<file path="src/rtl/edtm_pkg.sv">
package edtm_pkg;

  localparam int MERGE_DEPTH_DEF   = 16;
  localparam int PAYLOAD_WIDTH_DEF = 32;
  localparam int DELAY_W           = 16;
  localparam int MODE_W            = 2;
  localparam int CFG_DATA_W        = 16;
  localparam int CFG_IDX_W         = 1;
  localparam int JOBQ_DEPTH        = 2;

  localparam logic [DELAY_W-1:0] DELAY_RESET = 16'd100;

  // mode register codes (code 3 is unused)
  localparam logic [MODE_W-1:0] MODE_DEBOUNCE = 2'd0;
  localparam logic [MODE_W-1:0] MODE_THROTTLE = 2'd1;
  localparam logic [MODE_W-1:0] MODE_MERGE    = 2'd2;

  // config register indexes
  localparam logic [CFG_IDX_W-1:0] REG_MODE  = 1'b0;
  localparam logic [CFG_IDX_W-1:0] REG_DELAY = 1'b1;

  // input action codes
  localparam logic ACT_EVENT = 1'b0;
  localparam logic ACT_TICK  = 1'b1;

  typedef enum logic {
    JOB_SINGLE,
    JOB_MERGE
  } job_kind_e;

  typedef enum logic [1:0] {
    BK_IDLE,
    BK_FETCH,
    BK_LOAD
  } back_state_e;

  typedef struct packed {
    logic run_done;
  } back_status_t;

endpackage

</file>
<file path="src/rtl/edtm_ram.sv">
module edtm_ram #(
  parameter int WIDTH = 32,
  parameter int DEPTH = 16
) (
  input  logic                                       clk_i,
  input  logic                                       we_i,
  input  logic [((DEPTH > 1) ? $clog2(DEPTH) : 1)-1:0] waddr_i,
  input  logic [WIDTH-1:0]                           wdata_i,
  input  logic                                       re_i,
  input  logic [((DEPTH > 1) ? $clog2(DEPTH) : 1)-1:0] raddr_i,
  output logic [WIDTH-1:0]                           rdata_o
);

  logic [WIDTH-1:0] mem_q [DEPTH];
  logic [WIDTH-1:0] rdata_q;

  always_ff @(posedge clk_i) begin
    if (we_i) begin
      mem_q[waddr_i] <= wdata_i;
    end
    if (re_i) begin
      rdata_q <= mem_q[raddr_i];
    end
  end

  assign rdata_o = rdata_q;

endmodule

</file>
<file path="src/rtl/edtm_fifo.sv">
module edtm_fifo #(
  parameter int WIDTH = 8,
  parameter int DEPTH = 2
) (
  input  logic             clk_i,
  input  logic             rst_ni,
  input  logic             push_i,
  input  logic [WIDTH-1:0] data_i,
  output logic             full_o,
  input  logic             pop_i,
  output logic [WIDTH-1:0] data_o,
  output logic             empty_o
);

  localparam int PW = (DEPTH > 1) ? $clog2(DEPTH) : 1;
  localparam int CW = $clog2(DEPTH + 1);

  logic [WIDTH-1:0] slot_q [DEPTH];
  logic [PW-1:0]    wr_ptr_q, wr_ptr_d;
  logic [PW-1:0]    rd_ptr_q, rd_ptr_d;
  logic [CW-1:0]    count_q, count_d;
  logic             do_push, do_pop;

  assign full_o  = (count_q == CW'(DEPTH));
  assign empty_o = (count_q == '0);
  assign data_o  = slot_q[rd_ptr_q];
  assign do_push = push_i && !full_o;
  assign do_pop  = pop_i && !empty_o;

  always_comb begin
    wr_ptr_d = wr_ptr_q;
    rd_ptr_d = rd_ptr_q;
    count_d  = count_q;
    if (do_push) begin
      wr_ptr_d = (wr_ptr_q == PW'(DEPTH - 1)) ? '0 : wr_ptr_q + PW'(1);
    end
    if (do_pop) begin
      rd_ptr_d = (rd_ptr_q == PW'(DEPTH - 1)) ? '0 : rd_ptr_q + PW'(1);
    end
    if (do_push && !do_pop) begin
      count_d = count_q + CW'(1);
    end else if (do_pop && !do_push) begin
      count_d = count_q - CW'(1);
    end
  end

  always_ff @(posedge clk_i or negedge rst_ni) begin
    if (!rst_ni) begin
      wr_ptr_q <= '0;
      rd_ptr_q <= '0;
      count_q  <= '0;
    end else begin
      wr_ptr_q <= wr_ptr_d;
      rd_ptr_q <= rd_ptr_d;
      count_q  <= count_d;
    end
  end

  always_ff @(posedge clk_i) begin
    if (do_push) begin
      slot_q[wr_ptr_q] <= data_i;
    end
  end

endmodule

</file>
<file path="src/rtl/edtm_front.sv">
module edtm_front import edtm_pkg::*; #(
  parameter int PAYLOAD_WIDTH = PAYLOAD_WIDTH_DEF,
  parameter int MERGE_DEPTH   = MERGE_DEPTH_DEF
) (
  input  logic                      clk_i,
  input  logic                      rst_ni,
  input  logic                      cfg_we_i,
  input  logic [CFG_IDX_W-1:0]      cfg_idx_i,
  input  logic [CFG_DATA_W-1:0]     cfg_wdata_i,
  input  logic                      in_valid_i,
  output logic                      in_stall_o,
  input  logic                      action_i,
  input  logic [PAYLOAD_WIDTH-1:0]  payload_i,
  output logic                      ram_we_o,
  output logic [((MERGE_DEPTH > 1) ? $clog2(MERGE_DEPTH) : 1)-1:0] ram_waddr_o,
  output logic [PAYLOAD_WIDTH-1:0]  ram_wdata_o,
  output logic                      job_push_o,
  output logic [PAYLOAD_WIDTH+$clog2(MERGE_DEPTH+1)+1:0] job_data_o,
  input  logic                      job_full_i,
  input  back_status_t              back_status_i
);

  localparam int CNT_W  = $clog2(MERGE_DEPTH + 1);
  localparam int ADDR_W = (MERGE_DEPTH > 1) ? $clog2(MERGE_DEPTH) : 1;

  logic [MODE_W-1:0]        mode_q;
  logic [DELAY_W-1:0]       delay_q;
  logic                     running_q, running_d;
  logic [DELAY_W-1:0]       ticks_q, ticks_d;
  logic                     pending_q, pending_d;
  logic [PAYLOAD_WIDTH-1:0] held_q, held_d;
  logic [CNT_W-1:0]         count_q, count_d;
  logic                     drop_q, drop_d;
  logic                     run_busy_q, run_busy_d;

  logic                     accept;
  logic [DELAY_W-1:0]       start_val;
  job_kind_e                job_kind;
  logic [PAYLOAD_WIDTH-1:0] job_pay;
  logic                     job_ovf;

  // no new work while a merge run still reads the store
  assign in_stall_o  = job_full_i || run_busy_q;
  assign accept      = in_valid_i && !in_stall_o;
  assign start_val   = (delay_q == '0) ? DELAY_W'(1) : delay_q;
  assign ram_waddr_o = count_q[ADDR_W-1:0];
  assign ram_wdata_o = payload_i;
  assign job_data_o  = {job_kind, job_pay, count_q, job_ovf};

  always_comb begin
    running_d  = running_q;
    ticks_d    = ticks_q;
    pending_d  = pending_q;
    held_d     = held_q;
    count_d    = count_q;
    drop_d     = drop_q;
    run_busy_d = run_busy_q && !back_status_i.run_done;
    job_push_o = 1'b0;
    job_kind   = JOB_SINGLE;
    job_pay    = held_q;
    job_ovf    = drop_q;
    ram_we_o   = 1'b0;

    if (accept) begin
      if (action_i == ACT_TICK) begin
        if (running_q) begin
          if (ticks_q > DELAY_W'(1)) begin
            ticks_d = ticks_q - DELAY_W'(1);
          end else begin
            ticks_d   = '0;
            running_d = 1'b0;
            unique case (mode_q)
              MODE_DEBOUNCE: begin
                if (pending_q) begin
                  job_push_o = 1'b1;
                  pending_d  = 1'b0;
                  held_d     = '0;
                end
              end
              MODE_THROTTLE: begin
                if (pending_q) begin
                  job_push_o = 1'b1;
                  pending_d  = 1'b0;
                  held_d     = '0;
                  running_d  = 1'b1;
                  ticks_d    = start_val;
                end
              end
              MODE_MERGE: begin
                if (count_q != '0) begin
                  job_push_o = 1'b1;
                  job_kind   = JOB_MERGE;
                  count_d    = '0;
                  drop_d     = 1'b0;
                  pending_d  = 1'b0;
                  run_busy_d = 1'b1;
                end
              end
              default: ;
            endcase
          end
        end
      end else begin
        unique case (mode_q)
          MODE_DEBOUNCE: begin
            held_d    = payload_i;
            pending_d = 1'b1;
            running_d = 1'b1;
            ticks_d   = start_val;
          end
          MODE_THROTTLE: begin
            if (!running_q) begin
              job_push_o = 1'b1;
              job_pay    = payload_i;
              pending_d  = 1'b0;
              held_d     = '0;
              running_d  = 1'b1;
              ticks_d    = start_val;
            end else begin
              held_d    = payload_i;
              pending_d = 1'b1;
            end
          end
          MODE_MERGE: begin
            if (count_q < CNT_W'(MERGE_DEPTH)) begin
              ram_we_o = 1'b1;
              count_d  = count_q + CNT_W'(1);
            end else begin
              drop_d = 1'b1;
            end
            pending_d = 1'b1;
            if (!running_q) begin
              running_d = 1'b1;
              ticks_d   = start_val;
            end
          end
          default: ;
        endcase
      end
    end
  end

  always_ff @(posedge clk_i or negedge rst_ni) begin
    if (!rst_ni) begin
      mode_q     <= MODE_DEBOUNCE;
      delay_q    <= DELAY_RESET;
      running_q  <= 1'b0;
      ticks_q    <= '0;
      pending_q  <= 1'b0;
      held_q     <= '0;
      count_q    <= '0;
      drop_q     <= 1'b0;
      run_busy_q <= 1'b0;
    end else begin
      if (cfg_we_i) begin
        unique case (cfg_idx_i)
          REG_MODE:  mode_q  <= cfg_wdata_i[MODE_W-1:0];
          REG_DELAY: delay_q <= cfg_wdata_i[DELAY_W-1:0];
          default: ;
        endcase
      end
      running_q  <= running_d;
      ticks_q    <= ticks_d;
      pending_q  <= pending_d;
      held_q     <= held_d;
      count_q    <= count_d;
      drop_q     <= drop_d;
      run_busy_q <= run_busy_d;
    end
  end

endmodule

</file>
<file path="src/rtl/edtm_back.sv">
module edtm_back import edtm_pkg::*; #(
  parameter int PAYLOAD_WIDTH = PAYLOAD_WIDTH_DEF,
  parameter int MERGE_DEPTH   = MERGE_DEPTH_DEF
) (
  input  logic                      clk_i,
  input  logic                      rst_ni,
  input  logic [PAYLOAD_WIDTH+$clog2(MERGE_DEPTH+1)+1:0] job_data_i,
  input  logic                      job_empty_i,
  output logic                      job_pop_o,
  output logic                      ram_re_o,
  output logic [((MERGE_DEPTH > 1) ? $clog2(MERGE_DEPTH) : 1)-1:0] ram_raddr_o,
  input  logic [PAYLOAD_WIDTH-1:0]  ram_rdata_i,
  output back_status_t              status_o,
  output logic                      out_valid_o,
  input  logic                      out_stall_i,
  output logic [PAYLOAD_WIDTH-1:0]  out_payload_o,
  output logic                      last_of_run_o,
  output logic                      overflowed_o
);

  localparam int CNT_W  = $clog2(MERGE_DEPTH + 1);
  localparam int ADDR_W = (MERGE_DEPTH > 1) ? $clog2(MERGE_DEPTH) : 1;
  localparam int JOB_W  = PAYLOAD_WIDTH + CNT_W + 2;

  back_state_e              state_q, state_d;
  logic [CNT_W-1:0]         idx_q, idx_d;
  logic [CNT_W-1:0]         cnt_q, cnt_d;
  logic                     ovf_q, ovf_d;
  logic                     out_valid_q;
  logic [PAYLOAD_WIDTH-1:0] out_pay_q;
  logic                     out_last_q, out_ovf_q;

  job_kind_e                job_kind;
  logic [PAYLOAD_WIDTH-1:0] job_pay;
  logic [CNT_W-1:0]         job_cnt;
  logic                     job_ovf;
  logic                     out_free;
  logic                     load;
  logic [PAYLOAD_WIDTH-1:0] load_pay;
  logic                     load_last, load_ovf;
  logic                     run_last;

  assign job_kind = job_kind_e'(job_data_i[JOB_W-1]);
  assign job_pay  = job_data_i[JOB_W-2 -: PAYLOAD_WIDTH];
  assign job_cnt  = job_data_i[CNT_W:1];
  assign job_ovf  = job_data_i[0];
  assign out_free = !out_valid_q || !out_stall_i;
  assign run_last = ((idx_q + CNT_W'(1)) == cnt_q);
  assign ram_raddr_o = idx_q[ADDR_W-1:0];

  always_comb begin
    state_d   = state_q;
    idx_d     = idx_q;
    cnt_d     = cnt_q;
    ovf_d     = ovf_q;
    job_pop_o = 1'b0;
    ram_re_o  = 1'b0;
    load      = 1'b0;
    load_pay  = job_pay;
    load_last = 1'b1;
    load_ovf  = 1'b0;
    status_o  = '0;

    unique case (state_q)
      BK_IDLE: begin
        if (!job_empty_i && out_free) begin
          job_pop_o = 1'b1;
          if (job_kind == JOB_SINGLE) begin
            load = 1'b1;
          end else begin
            cnt_d   = job_cnt;
            ovf_d   = job_ovf;
            idx_d   = '0;
            state_d = BK_FETCH;
          end
        end
      end
      BK_FETCH: begin
        ram_re_o = 1'b1;
        state_d  = BK_LOAD;
      end
      BK_LOAD: begin
        if (out_free) begin
          load      = 1'b1;
          load_pay  = ram_rdata_i;
          load_last = run_last;
          load_ovf  = ovf_q;
          idx_d     = idx_q + CNT_W'(1);
          if (run_last) begin
            status_o.run_done = 1'b1;
            state_d           = BK_IDLE;
          end else begin
            state_d = BK_FETCH;
          end
        end
      end
      default: state_d = BK_IDLE;
    endcase
  end

  always_ff @(posedge clk_i or negedge rst_ni) begin
    if (!rst_ni) begin
      state_q     <= BK_IDLE;
      out_valid_q <= 1'b0;
    end else begin
      state_q <= state_d;
      if (load) begin
        out_valid_q <= 1'b1;
      end else if (!out_stall_i) begin
        out_valid_q <= 1'b0;
      end
    end
  end

  always_ff @(posedge clk_i) begin
    idx_q <= idx_d;
    cnt_q <= cnt_d;
    ovf_q <= ovf_d;
    if (load) begin
      out_pay_q  <= load_pay;
      out_last_q <= load_last;
      out_ovf_q  <= load_ovf;
    end
  end

  assign out_valid_o   = out_valid_q;
  assign out_payload_o = out_pay_q;
  assign last_of_run_o = out_last_q;
  assign overflowed_o  = out_ovf_q;

endmodule

</file>
<file path="src/rtl/event_debounce_throttle_merge.sv">
// Flow: a taken tick or event pushes any delivery it causes into the job queue; the back
//   end pops it and loads a single payload into the output register, while a merge run
//   goes item by item through a store read (FETCH) and an output load (LOAD).
// Throughput: 1 input transaction per cycle, stalled while a merge run drains or the
//   2-entry job queue is full. The job queue absorbs output stalls until it fills.
// Reset: async active low; timer, flags, counts, queue and output valid clear at once.
module event_debounce_throttle_merge import edtm_pkg::*; #(
  parameter int MERGE_DEPTH   = MERGE_DEPTH_DEF,
  parameter int PAYLOAD_WIDTH = PAYLOAD_WIDTH_DEF
) (
  input  logic                     clk_i,
  input  logic                     rst_ni,
  // configuration write port
  input  logic                     cfg_we_i,
  input  logic [CFG_IDX_W-1:0]     cfg_idx_i,
  input  logic [CFG_DATA_W-1:0]    cfg_wdata_i,
  // input channel
  input  logic                     in_valid_i,
  output logic                     in_stall_o,
  input  logic                     action_i,
  input  logic [PAYLOAD_WIDTH-1:0] payload_i,
  // output channel
  output logic                     out_valid_o,
  input  logic                     out_stall_i,
  output logic [PAYLOAD_WIDTH-1:0] out_payload_o,
  output logic                     last_of_run_o,
  output logic                     overflowed_o
);

  localparam int CNT_W  = $clog2(MERGE_DEPTH + 1);
  localparam int ADDR_W = (MERGE_DEPTH > 1) ? $clog2(MERGE_DEPTH) : 1;
  // job word: kind, single payload, merge count, overflow flag
  localparam int JOB_W  = PAYLOAD_WIDTH + CNT_W + 2;

  logic                     ram_we;
  logic [ADDR_W-1:0]        ram_waddr;
  logic [PAYLOAD_WIDTH-1:0] ram_wdata;
  logic                     ram_re;
  logic [ADDR_W-1:0]        ram_raddr;
  logic [PAYLOAD_WIDTH-1:0] ram_rdata;

  logic                     job_push, job_full, job_pop, job_empty;
  logic [JOB_W-1:0]         job_wdata, job_rdata;
  back_status_t             back_status;

  // Front end: config registers, countdown timer, pending/held payload and merge
  // bookkeeping. Every transaction is classified and retired in the cycle it is accepted; any
  // delivery it causes leaves as a job (single payload, or a merge run of N entries).
  edtm_front #(
    .PAYLOAD_WIDTH (PAYLOAD_WIDTH),
    .MERGE_DEPTH   (MERGE_DEPTH)
  ) u_front (
    .clk_i         (clk_i),
    .rst_ni        (rst_ni),
    .cfg_we_i      (cfg_we_i),
    .cfg_idx_i     (cfg_idx_i),
    .cfg_wdata_i   (cfg_wdata_i),
    .in_valid_i    (in_valid_i),
    .in_stall_o    (in_stall_o),
    .action_i      (action_i),
    .payload_i     (payload_i),
    .ram_we_o      (ram_we),
    .ram_waddr_o   (ram_waddr),
    .ram_wdata_o   (ram_wdata),
    .job_push_o    (job_push),
    .job_data_o    (job_wdata),
    .job_full_i    (job_full),
    .back_status_i (back_status)
  );

  // Merge store: written by the front at the fill index, read by the back during a
  // flush. The front holds off input until the back reports the run done, so a new
  // merge window never overwrites entries still waiting to go out.
  edtm_ram #(
    .WIDTH (PAYLOAD_WIDTH),
    .DEPTH (MERGE_DEPTH)
  ) u_store (
    .clk_i   (clk_i),
    .we_i    (ram_we),
    .waddr_i (ram_waddr),
    .wdata_i (ram_wdata),
    .re_i    (ram_re),
    .raddr_i (ram_raddr),
    .rdata_o (ram_rdata)
  );

  // Job queue between front and back.
  edtm_fifo #(
    .WIDTH (JOB_W),
    .DEPTH (JOBQ_DEPTH)
  ) u_jobq (
    .clk_i   (clk_i),
    .rst_ni  (rst_ni),
    .push_i  (job_push),
    .data_i  (job_wdata),
    .full_o  (job_full),
    .pop_i   (job_pop),
    .data_o  (job_rdata),
    .empty_o (job_empty)
  );

  // Back end: turns jobs into output transactions. Single jobs load the output
  // register directly; merge jobs step through the store, one read per item.
  edtm_back #(
    .PAYLOAD_WIDTH (PAYLOAD_WIDTH),
    .MERGE_DEPTH   (MERGE_DEPTH)
  ) u_back (
    .clk_i         (clk_i),
    .rst_ni        (rst_ni),
    .job_data_i    (job_rdata),
    .job_empty_i   (job_empty),
    .job_pop_o     (job_pop),
    .ram_re_o      (ram_re),
    .ram_raddr_o   (ram_raddr),
    .ram_rdata_i   (ram_rdata),
    .status_o      (back_status),
    .out_valid_o   (out_valid_o),
    .out_stall_i   (out_stall_i),
    .out_payload_o (out_payload_o),
    .last_of_run_o (last_of_run_o),
    .overflowed_o  (overflowed_o)
  );

endmodule

</file>
<file path="config.mk">
export PLATFORM = sky130hd
export DESIGN_NAME = event_debounce_throttle_merge
export DESIGN_NICKNAME = d
export VERILOG_FILES = /design/src/rtl/edtm_pkg.sv /design/src/rtl/edtm_ram.sv /design/src/rtl/edtm_fifo.sv /design/src/rtl/edtm_front.sv /design/src/rtl/edtm_back.sv /design/src/rtl/event_debounce_throttle_merge.sv
export SDC_FILE = /design/constraint.sdc
export NUM_CORES = 1
export LEC_CHECK = 0
export ABC_AREA = 1
export BUFFER_PORTS_ARGS = -buffer_cell sky130_fd_sc_hd__buf_2
export CAP_MARGIN = 20
export CORE_ASPECT_RATIO = 2
export CORE_MARGIN = 2
export CORE_UTILIZATION = 55
export CTS_CLUSTER_SIZE = 12
export DETAILED_ROUTE_END_ITERATION = 16
export HOLD_SLACK_MARGIN = 0.1
export PLACE_DENSITY = 0.83
export SLEW_MARGIN = 15
export SYNTH_ARGS = -nofsm -noshare
export SYNTH_HDL_FRONTEND = slang
export SYNTH_HIERARCHICAL = 1
export SYNTH_SLANG_ARGS = --single-unit
export TNS_END_PERCENT = 20
</file>
<file path="constraint.sdc">
create_clock -name clk_i -period 5.2 [get_ports clk_i]
set_input_delay 0 -clock clk_i [delete_from_list [all_inputs] [get_ports clk_i]]
set_output_delay 0 -clock clk_i [all_outputs]
set_load 0.05 [all_outputs]
</file>
==> flow_summary_export.csv <==
group,metric,value,unit
status,run_status,"finished, final reports clean",
cells_and_area,design.final.nets,3313,
drt,drc_violations_left,0,
synthesis,yosys.cell_types.count,41,
cells_and_area,mostFrequentLayoutCells,"1139 x nand2_1, 667 x edfxtp_1, 456 x inv_1, 415 x nand3_1, 89 x buf_2",
die,core.rowCount,127,
synthesis,synth.cell_area,33000,µm²
timing,finalClockSkew,0.0217,ns
power,p_int,0.0112,W
timing,timing.final.ws_setup,1.27,ns
die,floorplan.die.height,350,µm
worst_hold_path,holdPathEnd,"u_front/delay_q[11]",
worst_setup_path,critPathMaxFanout,32,
synthesis,post_synth_mux_area_share,1.30,%
place,hpwl,48.5,mm
place,gp_congestion,0.906,
power,vdd_ir_drop_max,382,µV
die,num_io_pins,91,
timing,max_slew_margin,25.2,%
power,cellLeakagePower,15.6,nW
global_route,antenna_found_initial,2,
synthesis,postSynthRegisterBits,749,
synthesis,yosys_warnings,6,
timing,rsz0062_at_grt,"no",
clock_network,max-clock-path-buffers,3,
timing,setup_violations,0,
synthesis,dominantRegCellSynth,"edfxtp_1",
global_route,grt.total_usage,27.3,%
power,power.switching,0.00605,W
global_route,grt_pass1_wl,128,mm
timing,layout_worst_path_cycle_share,75.6,%
timing,hold_slack,0.188,ns
synthesis,synth_top_area_share,60.7,%
power,power_per_cell_area,473,nW/µm²
clock_network,htree_num_levels,3,
worst_hold_path,min_from,"cfg_wdata_i[11]",
drt,per_cell_routed_wire_length,20.9,µm
die,coreArea,59600,µm²
worst_setup_path,critical_path_class,"flip-flop to flip-flop",
clock_network,clk_transition_reported_paths,0.06,ns
die,die_area,62100,µm²
timing,max_freq,254,MHz
global_route,grt_pass1_vias,22826,
worst_setup_path,setup.worst_path.end_class,"flip-flop",
drt,drt_first_pass_iters,6,
worst_setup_path,rr_endpoint,"u_store/mem_q[6][12]",
power,pwr-share-seq,42.9,%
synthesis,synth_adder_area_share,0.417,%
die,die_w,177,µm
timing,finalMaxSlewViolations,0,
drt,detailedRoute.firstIterationViolations,3241,
cells_and_area,layout_commonest_cell,"nand2_1",
place,place_worst_setup_slack,1.33,ns
synthesis,avg_cell_area_syn,10.4,µm²
flow_run,maxCapViolCount,0,
synthesis,synth_sequential_area_ratio,67.0,%
timing,timing.setup.tns,0,ns
synthesis,yosys.area_share.simple,21.3,%
drt,route.antenna.remaining_nets,0,
cells_and_area,area.growth.synth_to_final,10.3,%
drt,via_count,23136,
clock_network,clock_tree_root_driver_cell,"clkbuf_16",
timing,timing.final.hold_violations,0,
worst_hold_path,timing.hold.worst_path_depth,3,
clock_network,cts_setup_buffers,0,
synthesis,netlist_top_cells_area,"edfxtp_1 61%, nand2_1 13%, nand3_1 6.3%, dfrtp_1 6.0%, inv_1 5.2%",
worst_setup_path,worst-r2r-setup-slack,1.27,ns
synthesis,synth_compound_area_share,0.687,%
synthesis,synthXorXnorAreaFrac,0.292,%
worst_setup_path,critical_path.startpoint,"u_front/ticks_q[0]",
synthesis,asyncSetResetFlopFracSynth,10.9,%
synthesis,synth_top_family_by_area,"simple AND/OR/NAND/NOR gates",
synthesis,postSynthCellCount,3177,
worst_setup_path,r2r-start,"u_front/ticks_q[0]",
power,clockPowerShare,28.3,%
global_route,grt_max_degree,151,
die,initial_core_util,55.3,%
global_route,globalRoute.totalOverflow,0,
synthesis,yosysTopAreaCell,"edfxtp_1",
clock_network,clock_insertion_delay_worst_skew,0.61,ns
clock_network,cts.sink_count,749,
drt,detail_route.wirelength,84.9,mm
power,switching_share,35.2,%
worst_setup_path,start_kind,"flip-flop",
clock_network,tritoncts.num_buffers,73,
timing,worst-slew-pin-transition,1.12,ns
worst_setup_path,worst_ep_arrival_time,4.14,ns
synthesis,mappedNetlistNets,3243,
cells_and_area,post_route_cells_drive_above_1_share,8.90,%
clock_network,tritoncts,"done",
place,numPortBuffers,90,
worst_hold_path,tightest_hold_check_type,"input port to flip-flop",
worst_setup_path,critPathRequiredTime,5.41,ns
synthesis,synth-edff-count,667,
worst_setup_path,r2r_cells,12,
power,comb_power_share,28.8,%
drt,post_drt_via_cell_ratio,5.70,
timing,crit_path_time_final,3.93,ns
==> routing by layer <==
layer / GRT usage [%] / wire length, µm
met1: 32.2 / 28100
met2: 45.5 / 42000
met3: 4.70 / 8340
met4: 18.6 / 6370
met5: 0 / 13
==> registers in the layout (all words and copies together), names as in the netlist <==
register,count
u_back/overflowed_o,1
u_front/mode_q,2
u_back/out_valid_o,1
u_back/out_payload_o,32
u_jobq/slot_q,78
u_jobq/wr_ptr_q,1
u_store/rdata_o,32
u_front/ticks_q,16
u_jobq/rd_ptr_q,1
u_front/running_q,1
u_front/count_q,5
u_front/held_q,32
u_store/mem_q,512
u_back/state_q,2
u_back/last_of_run_o,1
u_back/cnt_q,5
u_back/idx_q,5
u_front/pending_q,1
u_front/drop_q,1
u_front/delay_q,16
u_jobq/count_q,2
u_front/run_busy_q,1
u_back/ovf_q,1
==> how the worst max path moves through the flow <==
stage	to	slack [ns]	cells past startpoint
5_1_grt	u_store/mem_q[6][27]	1.13	12
6_report	u_store/mem_q[6][12]	1.27	12
3_3_place_gp	u_store/mem_q[6][11]	1.41	12
3_5_place_dp	u_store/mem_q[4][5]	1.33	12
4_1_cts	u_store/mem_q[4][11]	1.32	12
2_1_floorplan	u_jobq/slot_q[1][0]	1.30	10
==> cells in the mapped netlist (3+ instances only) <==
library cell and n:
nor2_1 85, buf_4 58, nor2_4 3, mux2_2 38
nand2_2 4, nand3b_1 4, inv_2 5, ha_1 11
o21ai_0 19, buf_6 33, buf_2 57, nand2_1 1139
xnor2_1 5, nor2_2 7, inv_1 457, clkbuf_1 13
a21oi_1 15, nand3_1 416, dfrtp_1 79, xor2_1 6
buf_1 14, nand4_1 16, nand2_4 3, edfxtp_1 667
dfstp_2 3
==> logic make-up (layout without fill, tap and decap cells) <==
kind of cell / count (synthesis) / in the layout
AOI/OAI and AO/OA: 41 / 41
xor gates and xnor gates: 11 / 11
adders and majority gates: 11 / 11
DFF: 749 / 749
and+or+nand+nor: 1685 / 1685
muxes: 38 / 38
other: 0 / 1
buffers and inverters: 642 / 746
==> through the flow <==
step / cell area, µm² / util [%] / power [W] / std cells
floorplan: 33000 / - / 0.0109 / 3177
global placement: 33500 / 56.3 / 0.0120 / 3882
global route: 36400 / 61.0 / 0.0178 / 4056
detailed placement: 33500 / 56.3 / 0.0122 / 3882
CTS: 36200 / 60.8 / 0.0171 / 4049
finish: 36400 / 61.0 / 0.0172 / 4056
==> timing repair <==
item                                    CTS  global route
resized for setup                         0             0
hold buffers                             58             0
hold endpoints to repair                674             0
endpoints found under the setup margin    0             0
==> critical path, stage by stage, from the launching register on <==
cell	delay (ns)
dfrtp_1	0.41
inv_1	0.15
ha_1	0.24
inv_1	0.06
nand2_1	0.11
nand2_4	0.08
nor2_8	0.11
nand2_4	0.11
o21ai_4	0.29
nand3_2	0.18
nor2_1	0.36
nand3b_1	0.43
nor2_4	0.99
==> power groups by stage <==
stage / clock network (W) / registers [W] / logic, W
finish: 0.00487 / 0.00738 / 0.00496
global route: 0.00511 / 0.00741 / 0.00533
CTS: 0.00488 / 0.00737 / 0.00481
detailed placement: 0 / 0.00748 / 0.00470
global placement: 0 / 0.00746 / 0.00455
floorplan: 0 / 0.00758 / 0.00333
==> area by class of cell <==
type | count | area [µm²]
Antenna cell | 1 | 2.50
Clock buffer | 103 | 2030
Clock inverter | 6 | 62.6
Fill cell | 4328 | 23200
Inverter | 464 | 1750
Multi-Input combinational cell | 1786 | 8070
Sequential cell | 749 | 22100
Tap cell | 774 | 968
Timing Repair Buffer | 173 | 1390
No activity file was read; power rests on OpenSTA's default activity.
